<file path="src/rtl/core/assert_macros.svh">
// Assertion macros included by the top-level RTL file.
`ifndef ASSERT_MACROS_SVH
`define ASSERT_MACROS_SVH

// Property checked on every rising clock edge, ignored while reset is high.
`define ASSERT_CLK(label, clk, rst, prop, msg) \
   label: assert property (@(posedge clk) disable iff (rst) (prop)) else $error(msg);

// Property checked on every rising clock edge, reset included.
`define ASSERT_ALWAYS(label, clk, prop, msg) \
   label: assert property (@(posedge clk) (prop)) else $error(msg);

`endif

</file>
<file path="src/rtl/core/id3tx_pkg.sv">
// Types, constants and codes of the tagged-text to UTF-8 transcoder.
package id3tx_pkg;

   localparam int MAX_RESULTS = 4;
   localparam int CNT_W       = $clog2(MAX_RESULTS + 1);

   localparam logic [7:0]  LEAD2_BITS     = 8'hC0;
   localparam logic [7:0]  LEAD3_BITS     = 8'hE0;
   localparam logic [7:0]  CONT_BITS      = 8'h80;
   localparam logic [15:0] ONE_BYTE_LIMIT = 16'h0080;
   localparam logic [15:0] TWO_BYTE_LIMIT = 16'h0800;
   localparam logic [7:0]  BOM_FF         = 8'hFF;
   localparam logic [7:0]  BOM_FE         = 8'hFE;

   typedef enum logic [2:0] {
      MODE_LATIN1    = 3'd0,
      MODE_UTF16_BOM = 3'd1,
      MODE_UTF16_BE  = 3'd2,
      MODE_UTF8      = 3'd3,
      MODE_IDLE      = 3'd4
   } mode_type;

   typedef struct packed {
      logic [7:0] text_encoding;
      logic       end_of_string;
      logic       start_of_string;
      logic       has_byte;
      logic [7:0] byte_in;
   } item_type;

   typedef struct packed {
      logic       end_mark;
      logic [7:0] utf8_byte;
   } entry_type;

   typedef struct packed {
      entry_type [MAX_RESULTS-1:0] ent;
      logic [CNT_W-1:0]            cnt;
   } result_type;

   typedef struct packed {
      logic             can_load;
      logic [CNT_W-1:0] cnt;
   } serial_status_type;

endpackage

</file>
<file path="src/rtl/core/id3tx_decode.sv">
// String state and per-item transcoding into up to four result bytes.
module id3tx_decode
   import id3tx_pkg::*;
(
   input  logic       clock,
   input  logic       reset,
   input  logic       load,
   input  item_type   item,
   output result_type result
);

   mode_type   mode_ff, mode_in;
   logic       stopped_ff, stopped_in;
   logic [7:0] held_byte_ff, held_byte_in;
   logic       held_valid_ff, held_valid_in;
   logic       le_ff, le_in;
   logic       first_ff, first_in;

   // state as seen after the start of a string is handled
   mode_type   mode_e;
   logic       stopped_e, held_valid_e, le_e, first_e;
   logic [7:0] held_byte_e;

   logic        do_unit;
   logic [15:0] wc;
   logic [7:0]  b;
   entry_type [MAX_RESULTS-1:0] ent;
   logic [1:0]  dn;

   always_comb begin
      b = item.byte_in;
      if (item.start_of_string) begin
         mode_e       = (item.text_encoding <= 8'd3) ? mode_type'(item.text_encoding[2:0])
                                                     : MODE_IDLE;
         stopped_e    = 1'b0;
         held_byte_e  = 8'h00;
         held_valid_e = 1'b0;
         le_e         = 1'b0;
         first_e      = 1'b1;
      end else begin
         mode_e       = mode_ff;
         stopped_e    = stopped_ff;
         held_byte_e  = held_byte_ff;
         held_valid_e = held_valid_ff;
         le_e         = le_ff;
         first_e      = first_ff;
      end

      mode_in       = mode_e;
      stopped_in    = stopped_e;
      held_byte_in  = held_byte_e;
      held_valid_in = held_valid_e;
      le_in         = le_e;
      first_in      = first_e;
      do_unit       = 1'b0;
      wc            = 16'h0000;
      ent           = '0;
      dn            = 2'd0;

      if (item.has_byte && !stopped_e) begin
         case (mode_e)
            MODE_LATIN1, MODE_UTF8: begin
               if (b == 8'h00) begin
                  stopped_in = 1'b1;
               end else if (mode_e == MODE_UTF8) begin
                  ent[0].utf8_byte = b;
                  dn               = 2'd1;
               end else begin
                  do_unit = 1'b1;
                  wc      = {8'h00, b};
               end
            end
            MODE_UTF16_BOM, MODE_UTF16_BE: begin
               if (!held_valid_e) begin
                  held_byte_in  = b;
                  held_valid_in = 1'b1;
               end else begin
                  held_valid_in = 1'b0;
                  first_in      = 1'b0;
                  if (first_e && mode_e == MODE_UTF16_BOM &&
                      ((held_byte_e == BOM_FF && b == BOM_FE) ||
                       (held_byte_e == BOM_FE && b == BOM_FF))) begin
                     le_in = (held_byte_e == BOM_FF);
                  end else begin
                     wc = le_e ? {b, held_byte_e} : {held_byte_e, b};
                     if (wc == 16'h0000) begin
                        stopped_in = 1'b1;
                     end else begin
                        do_unit = 1'b1;
                     end
                  end
               end
            end
            default: ;
         endcase
      end

      if (do_unit) begin
         if (wc < ONE_BYTE_LIMIT) begin
            ent[0].utf8_byte = wc[7:0];
            dn               = 2'd1;
         end else if (wc < TWO_BYTE_LIMIT) begin
            ent[0].utf8_byte = LEAD2_BITS | {3'b000, wc[10:6]};
            ent[1].utf8_byte = CONT_BITS | {2'b00, wc[5:0]};
            dn               = 2'd2;
         end else begin
            ent[0].utf8_byte = LEAD3_BITS | {4'h0, wc[15:12]};
            ent[1].utf8_byte = CONT_BITS | {2'b00, wc[11:6]};
            ent[2].utf8_byte = CONT_BITS | {2'b00, wc[5:0]};
            dn               = 2'd3;
         end
      end

      result.cnt = CNT_W'(dn);
      if (item.end_of_string) begin
         // terminator after the data bytes, then back to the reset state
         ent[dn].utf8_byte = 8'h00;
         ent[dn].end_mark  = 1'b1;
         result.cnt        = CNT_W'(dn) + CNT_W'(1);
         mode_in           = MODE_IDLE;
         stopped_in        = 1'b0;
         held_byte_in      = 8'h00;
         held_valid_in     = 1'b0;
         le_in             = 1'b0;
         first_in          = 1'b1;
      end
      result.ent = ent;
   end

   always_ff @(posedge clock) begin
      if (reset) begin
         mode_ff       <= MODE_IDLE;
         stopped_ff    <= 1'b0;
         held_byte_ff  <= 8'h00;
         held_valid_ff <= 1'b0;
         le_ff         <= 1'b0;
         first_ff      <= 1'b1;
      end else if (load) begin
         mode_ff       <= mode_in;
         stopped_ff    <= stopped_in;
         held_byte_ff  <= held_byte_in;
         held_valid_ff <= held_valid_in;
         le_ff         <= le_in;
         first_ff      <= first_in;
      end
   end

endmodule

</file>
<file path="src/rtl/core/id3tx_serial.sv">
// Result buffer that hands out the bytes of one item, one per cycle while rsp_tready is high.
module id3tx_serial
   import id3tx_pkg::*;
(
   input  logic              clock,
   input  logic              reset,
   input  logic              load,
   input  result_type        result,
   output serial_status_type status,
   output logic              rsp_tvalid,
   input  logic              rsp_tready,
   output logic [7:0]        rsp_tdata,
   output logic              rsp_tlast
);

   entry_type [MAX_RESULTS-1:0] buf_ff;
   logic [CNT_W-1:0]            cnt_ff;

   assign rsp_tvalid      = (cnt_ff != '0);
   assign rsp_tdata       = buf_ff[0].utf8_byte;
   assign rsp_tlast       = buf_ff[0].end_mark;
   assign status.cnt      = cnt_ff;
   assign status.can_load = (cnt_ff == '0) || (cnt_ff == CNT_W'(1) && rsp_tready);

   always_ff @(posedge clock) begin
      if (reset) begin
         cnt_ff <= '0;
      end else if (load) begin
         cnt_ff <= result.cnt;
      end else if (rsp_tvalid && rsp_tready) begin
         cnt_ff <= cnt_ff - CNT_W'(1);
      end
   end

   always_ff @(posedge clock) begin
      if (load) begin
         buf_ff <= result.ent;
      end else if (rsp_tvalid && rsp_tready) begin
         for (int i = 0; i < MAX_RESULTS - 1; i++) begin
            buf_ff[i] <= buf_ff[i+1];
         end
         buf_ff[MAX_RESULTS-1] <= '0;
      end
   end

endmodule

</file>
<file path="src/rtl/core/id3_text_to_utf8_transcoder.sv">
// Top level of the tagged-text to UTF-8 transcoder.
//
//  channel | dir | tdata              | tuser / tlast
//  req     | in  | byte_in[7:0]       | has_byte, start_of_string, text_encoding[7:0]; end_of_string
//  rsp     | out | utf8_byte[7:0]     | -; end_mark
//
// An item is held in the input register, then its 0 to 4 result bytes
// (up to three data bytes and a terminator) leave the result buffer one per cycle
// while rsp_tready is high; the result channel sets the rate.
// While an item is held and one byte remains in the buffer, req_tready follows rsp_tready.
// Reset is synchronous; it empties both registers and returns to the idle mode.
module id3_text_to_utf8_transcoder
   import id3tx_pkg::*;
(
   input  logic       clock,
   input  logic       reset,
   input  logic       req_tvalid,
   output logic       req_tready,
   input  logic [7:0] req_tdata,   // byte_in[7:0]
   input  logic [9:0] req_tuser,   // has_byte[0], start_of_string[1], text_encoding[9:2]
   input  logic       req_tlast,   // end_of_string
   output logic       rsp_tvalid,
   input  logic       rsp_tready,
   output logic [7:0] rsp_tdata,   // utf8_byte[7:0]
   output logic       rsp_tlast    // end_mark
);

`include "assert_macros.svh"

   item_type          item_ff;
   logic              in_valid_ff;
   logic              move;
   result_type        result;
   serial_status_type status;

   assign move       = in_valid_ff && status.can_load;
   assign req_tready = !in_valid_ff || move;

   always_ff @(posedge clock) begin
      if (reset) begin
         in_valid_ff <= 1'b0;
      end else if (req_tready) begin
         in_valid_ff <= req_tvalid;
      end
   end

   always_ff @(posedge clock) begin
      if (req_tvalid && req_tready) begin
         item_ff.byte_in         <= req_tdata;
         item_ff.has_byte        <= req_tuser[0];
         item_ff.start_of_string <= req_tuser[1];
         item_ff.text_encoding   <= req_tuser[9:2];
         item_ff.end_of_string   <= req_tlast;
      end
   end

   id3tx_decode u_decode (
      .clock  (clock),
      .reset  (reset),
      .load   (move),
      .item   (item_ff),
      .result (result)
   );

   id3tx_serial u_serial (
      .clock      (clock),
      .reset      (reset),
      .load       (move),
      .result     (result),
      .status     (status),
      .rsp_tvalid (rsp_tvalid),
      .rsp_tready (rsp_tready),
      .rsp_tdata  (rsp_tdata),
      .rsp_tlast  (rsp_tlast)
   );

   `ASSERT_CLK(a_term_is_zero, clock, reset, rsp_tvalid && rsp_tlast |-> rsp_tdata == 8'h00, "terminator byte not zero")
   `ASSERT_CLK(a_cnt_bound, clock, reset, status.cnt <= CNT_W'(MAX_RESULTS), "buffer count out of range")
   `ASSERT_CLK(a_empty_loads, clock, reset, in_valid_ff && status.cnt == '0 |-> move, "held item not moved into empty buffer")

endmodule
</file>
<file path="config.mk">
export PLATFORM = sky130hd
export DESIGN_NAME = id3_text_to_utf8_transcoder
export DESIGN_NICKNAME = d
export VERILOG_FILES = /design/src/rtl/core/id3tx_pkg.sv /design/src/rtl/core/id3tx_decode.sv /design/src/rtl/core/id3tx_serial.sv /design/src/rtl/core/id3_text_to_utf8_transcoder.sv
export VERILOG_INCLUDE_DIRS = /design/src /design/src/rtl/core
export SDC_FILE = /design/constraint.sdc
export NUM_CORES = 1
export LEC_CHECK = 0
export ABC_AREA = 1
export BUFFER_PORTS_ARGS = -buffer_cell sky130_fd_sc_hd__buf_2
export CAP_MARGIN = 0
export CELL_PAD_IN_SITES_DETAIL_PLACEMENT = 0
export CELL_PAD_IN_SITES_GLOBAL_PLACEMENT = 1
export CORE_UTILIZATION = 45
export CTS_BUF_LIST = sky130_fd_sc_hd__clkbuf_2 sky130_fd_sc_hd__clkbuf_4 sky130_fd_sc_hd__clkbuf_8
export DETAILED_ROUTE_END_ITERATION = 8
export PLACE_DENSITY_LB_ADDON = 0.15
export SLEW_MARGIN = 10
export SYNTH_ARGS = -nofsm -noshare
export SYNTH_HDL_FRONTEND = slang
export SYNTH_SLANG_ARGS = --single-unit
</file>
<file path="constraint.sdc">
create_clock -name clock -period 6.66 [get_ports clock]
set_input_delay 1.665 -clock clock [delete_from_list [all_inputs] [get_ports clock]]
set_output_delay 1.665 -clock clock [all_outputs]
set_load 0.03 [all_outputs]
</file>
==> flow_metrics.env <==
export IMPL_synthCells=525
export IMPL_p_leak_nw=1.99
export IMPL_cts_tree="yes"
export IMPL_stdcell_count=660
export IMPL_die_y_um=95.5
export IMPL_slowest_stage="buf_2"
export IMPL_slew_headroom_pct=24.3
export IMPL_start_kind="input port"
export IMPL_start_util_pct=47.2
export IMPL_irDropWorstVdd_mv=0.141
export IMPL_critPathMaxStageDelay_ns=0.21
export IMPL_drc_errors=0
export IMPL_worstSetupEndpointType="output pin"
export IMPL_fmaxAchievable_mhz=261
export IMPL_top_level_ports=34
export IMPL_via_per_inst=5.13
export IMPL_vias=3383
export IMPL_coreArea_um2=8340
export IMPL_drv_slew=0
export IMPL_maxCapViolations=0
export IMPL_row_count=33
export IMPL_avgSynthCellArea_um2=7.50
export IMPL_seq_area_frac_synth_pct=44.0
export IMPL_area_growth_pct=10.3
export IMPL_critPathKind="in2out"
export IMPL_critPathCapture="req_tready"
export IMPL_setup_viol=0
export IMPL_fin_crit_ns=3.83
export IMPL_routed_wl_um=9570
export IMPL_hold_buffers=0
export IMPL_hold_viol_final=0
export IMPL_r2r_start="item_ff[9]"
export IMPL_status="complete, no violations"
export IMPL_drive_above_1_share_pct=14.1
export IMPL_min_path_cells=2
export IMPL_dp_cells=644
export IMPL_cts_resized=0
export IMPL_syn_num_nets=555
export IMPL_r2r_end="u_serial.rsp_tdata[7]"
export IMPL_post_route_period_util_pct=57.5
export IMPL_fin_worst_skew_ns=0.00991
export IMPL_root_buffer="clkbuf_8"
export IMPL_drtAntennaViolNets=0
export IMPL_globalRouteOverflowTotal=0
export IMPL_io_buffers=33
export IMPL_grt_max_degree=41
export IMPL_critical_path_arrival_ns=2.17
export IMPL_grt_pass1_wl_um=16100
export IMPL_place_gp_congestion=0.888
export IMPL_regToRegSetupSlack_ns=3.01
export IMPL_yosys_warnings=0
export IMPL_cp_max_fo=3
export IMPL_grt_usage_pct=23.6
export IMPL_clk_path_buf_depth=2
export IMPL_die_area_um2=9130
export IMPL_diodes=0
export IMPL_grt_pass1_vias=3207
export IMPL_antenna_found_initial=0
export IMPL_die_w_um=95.5
export IMPL_finalNetCount=580
export IMPL_cts_sinks=64
export IMPL_synth_cell_types=34
export IMPL_rsz0062_at_grt="false"
export IMPL_wire_per_inst_um=14.5
export IMPL_cts_max_level=3
export IMPL_cts_buffers=9
export IMPL_power_density_nw_per_um2=327
export IMPL_tightest_slew_ns=1.13
export IMPL_hpwl_um=7230
export IMPL_hp_class="reg2reg"
export IMPL_crit_path_start="rsp_tready"
export IMPL_ys_ff_latch=64
export IMPL_post_cts_setup_buffers=0
export IMPL_cp_data_required_time_ns=4.99
export IMPL_r2r_cells=16
export IMPL_firstDrtPassIters=5
export IMPL_finalSetupTns_ns=0
export IMPL_clk_pin_slew_worst_paths_ns=0.07
export IMPL_drtIter0Drc=145
export IMPL_worstPathCellList="buf_2 > nand3_1 > nand3_1 > buf_2"
export IMPL_clk_latency_ns=0.35
export IMPL_netlist_area_um2=3940
[cells in the final DEF (no fill, tap or decap)]
cell type  instances
a21oi_1           27
a22oi_1            2
buf_2             33
buf_4              1
bufinv_16          2
clkbuf_8           9
clkinv_2           2
clkinv_4           3
dfxtp_1           19
edfxtp_1          45
ha_1               7
inv_1             64
inv_2              4
inv_4              1
nand2_1          163
nand2_2            6
nand3_1           35
nand3_2            2
nand3_4            1
nand3b_1           1
nand4_1            5
nand4_4            1
nor2_1            52
nor2_2             2
nor2_4             6
nor3_1             3
nor3_2             2
o211ai_1          10
o211ai_2           1
o21ai_0           33
o21ai_1            7
o21ai_2            1
o22ai_1            2
o311ai_0           1
o31ai_1            1
o41ai_4            1
[metal layers]
| layer | vias to the layer above | track usage, % | routed length, um |
|---|---|---|---|
| li1 | 1758 | - | - |
| met1 | 1554 | 31.4 | 4670 |
| met2 | 62 | 38.8 | 4490 |
| met3 | 9 | 4.47 | 320 |
| met4 | 0 | 6.59 | 93 |
| met5 | - | 0 | 0 |
[through the flow]
step	util, %	area, um2	hold slack [ns]	power, mW	worst slack [ns]
after floorplan	-	3940	0.445	0.974	2.97
after global placement	49.4	4120	0.453	1.06	2.84
after detailed placement	49.4	4120	0.458	1.06	2.83
after CTS	52.0	4340	0.469	1.44	2.83
after global routing	52.0	4340	0.481	1.52	2.52
final	52.0	4340	0.470	1.42	2.83
[sequential cells by signal, indices dropped and copies added, names as in the netlist]
signal,cells
u_decode.stopped_ff,1
u_decode.held_byte_ff,8
u_decode.le_ff,1
u_serial.rsp_tdata,8
in_valid_ff,1
u_decode.first_ff,1
item_ff,19
u_serial.cnt_ff,3
u_serial.rsp_tlast,1
u_decode.mode_ff,3
u_decode.held_valid_ff,1
u_serial.buf_ff,17
[logic make-up (layout without fill, tap and decap cells)]
family,count (synthesis),after routing,synth area share [%]
AOI/OAI and AO/OA,86,86,12.8
adders and majority gates,7,7,2.22
buffers and inverters,89,119,9.69
DFF,64,64,44.0
and+or+nand+nor,279,279,31.3
[how the worst min path moves through the flow]
stage	from	endpoint	slack (ns)
2_1_floorplan	u_decode.held_byte_ff[6]	u_decode.held_byte_ff[6]	0.45
3_3_place_gp	u_decode.mode_ff[1]	u_decode.mode_ff[1]	0.45
3_5_place_dp	u_decode.held_byte_ff[6]	u_decode.held_byte_ff[6]	0.46
4_1_cts	u_decode.held_byte_ff[6]	u_decode.held_byte_ff[6]	0.47
5_1_grt	u_decode.stopped_ff	u_decode.stopped_ff	0.48
6_report	u_decode.held_byte_ff[6]	u_decode.held_byte_ff[6]	0.47
[layout make-up]
| type | count | area, um2 |
|---|---|---|
| Clock inverter | 7 | 96.3 |
| Sequential cell | 64 | 1730 |
| Tap cell | 105 | 131 |
| Fill cell | 856 | 4000 |
| Timing Repair Buffer | 34 | 173 |
| Inverter | 69 | 262 |
| Clock buffer | 9 | 124 |
| Multi-Input combinational cell | 372 | 1820 |
[critical path, delay by kind of cell]
kind	cells	cell delay, ns
buffers and inverters	2	0.29
AND/OR/NAND/NOR	2	0.21
[report_power, final]
part / total, mW / internal, mW / switching (mW)
clock network: 0.372 / 0.211 / 0.161
registers: 0.635 / 0.589 / 0.0460
logic: 0.412 / 0.109 / 0.303
[Yosys cell counts]
cell type  number  area (um2)
a21oi_1        27         135
a22oi_1         2        15.0
buf_1           1        3.75
buf_4           8        60.1
buf_6           2        22.5
clkbuf_1        9        33.8
dfxtp_1        19         380
edfxtp_1       45        1350
ha_1            7        87.6
inv_1          64         240
inv_2           4        15.0
inv_4           1        6.26
nand2_1       163         612
nand2_2         6        37.5
nand3_1        35         175
nand3_2         2        20.0
nand3_4         1        17.5
nand3b_1        1        7.51
nand4_1         5        31.3
nand4_4         1        21.3
nor2_1         52         195
nor2_2          2        12.5
nor2_4          6        67.6
nor3_1          3        15.0
nor3_2          2        20.0
o211ai_1       10        75.1
o211ai_2        1        12.5
o21ai_0        33         165
o21ai_1         7        35.0
o21ai_2         1        8.76
o22ai_1         2        12.5
o311ai_0        1        8.76
o31ai_1         1        7.51
o41ai_4         1        27.5
Note: power is estimated with default switching activity, not from simulation.
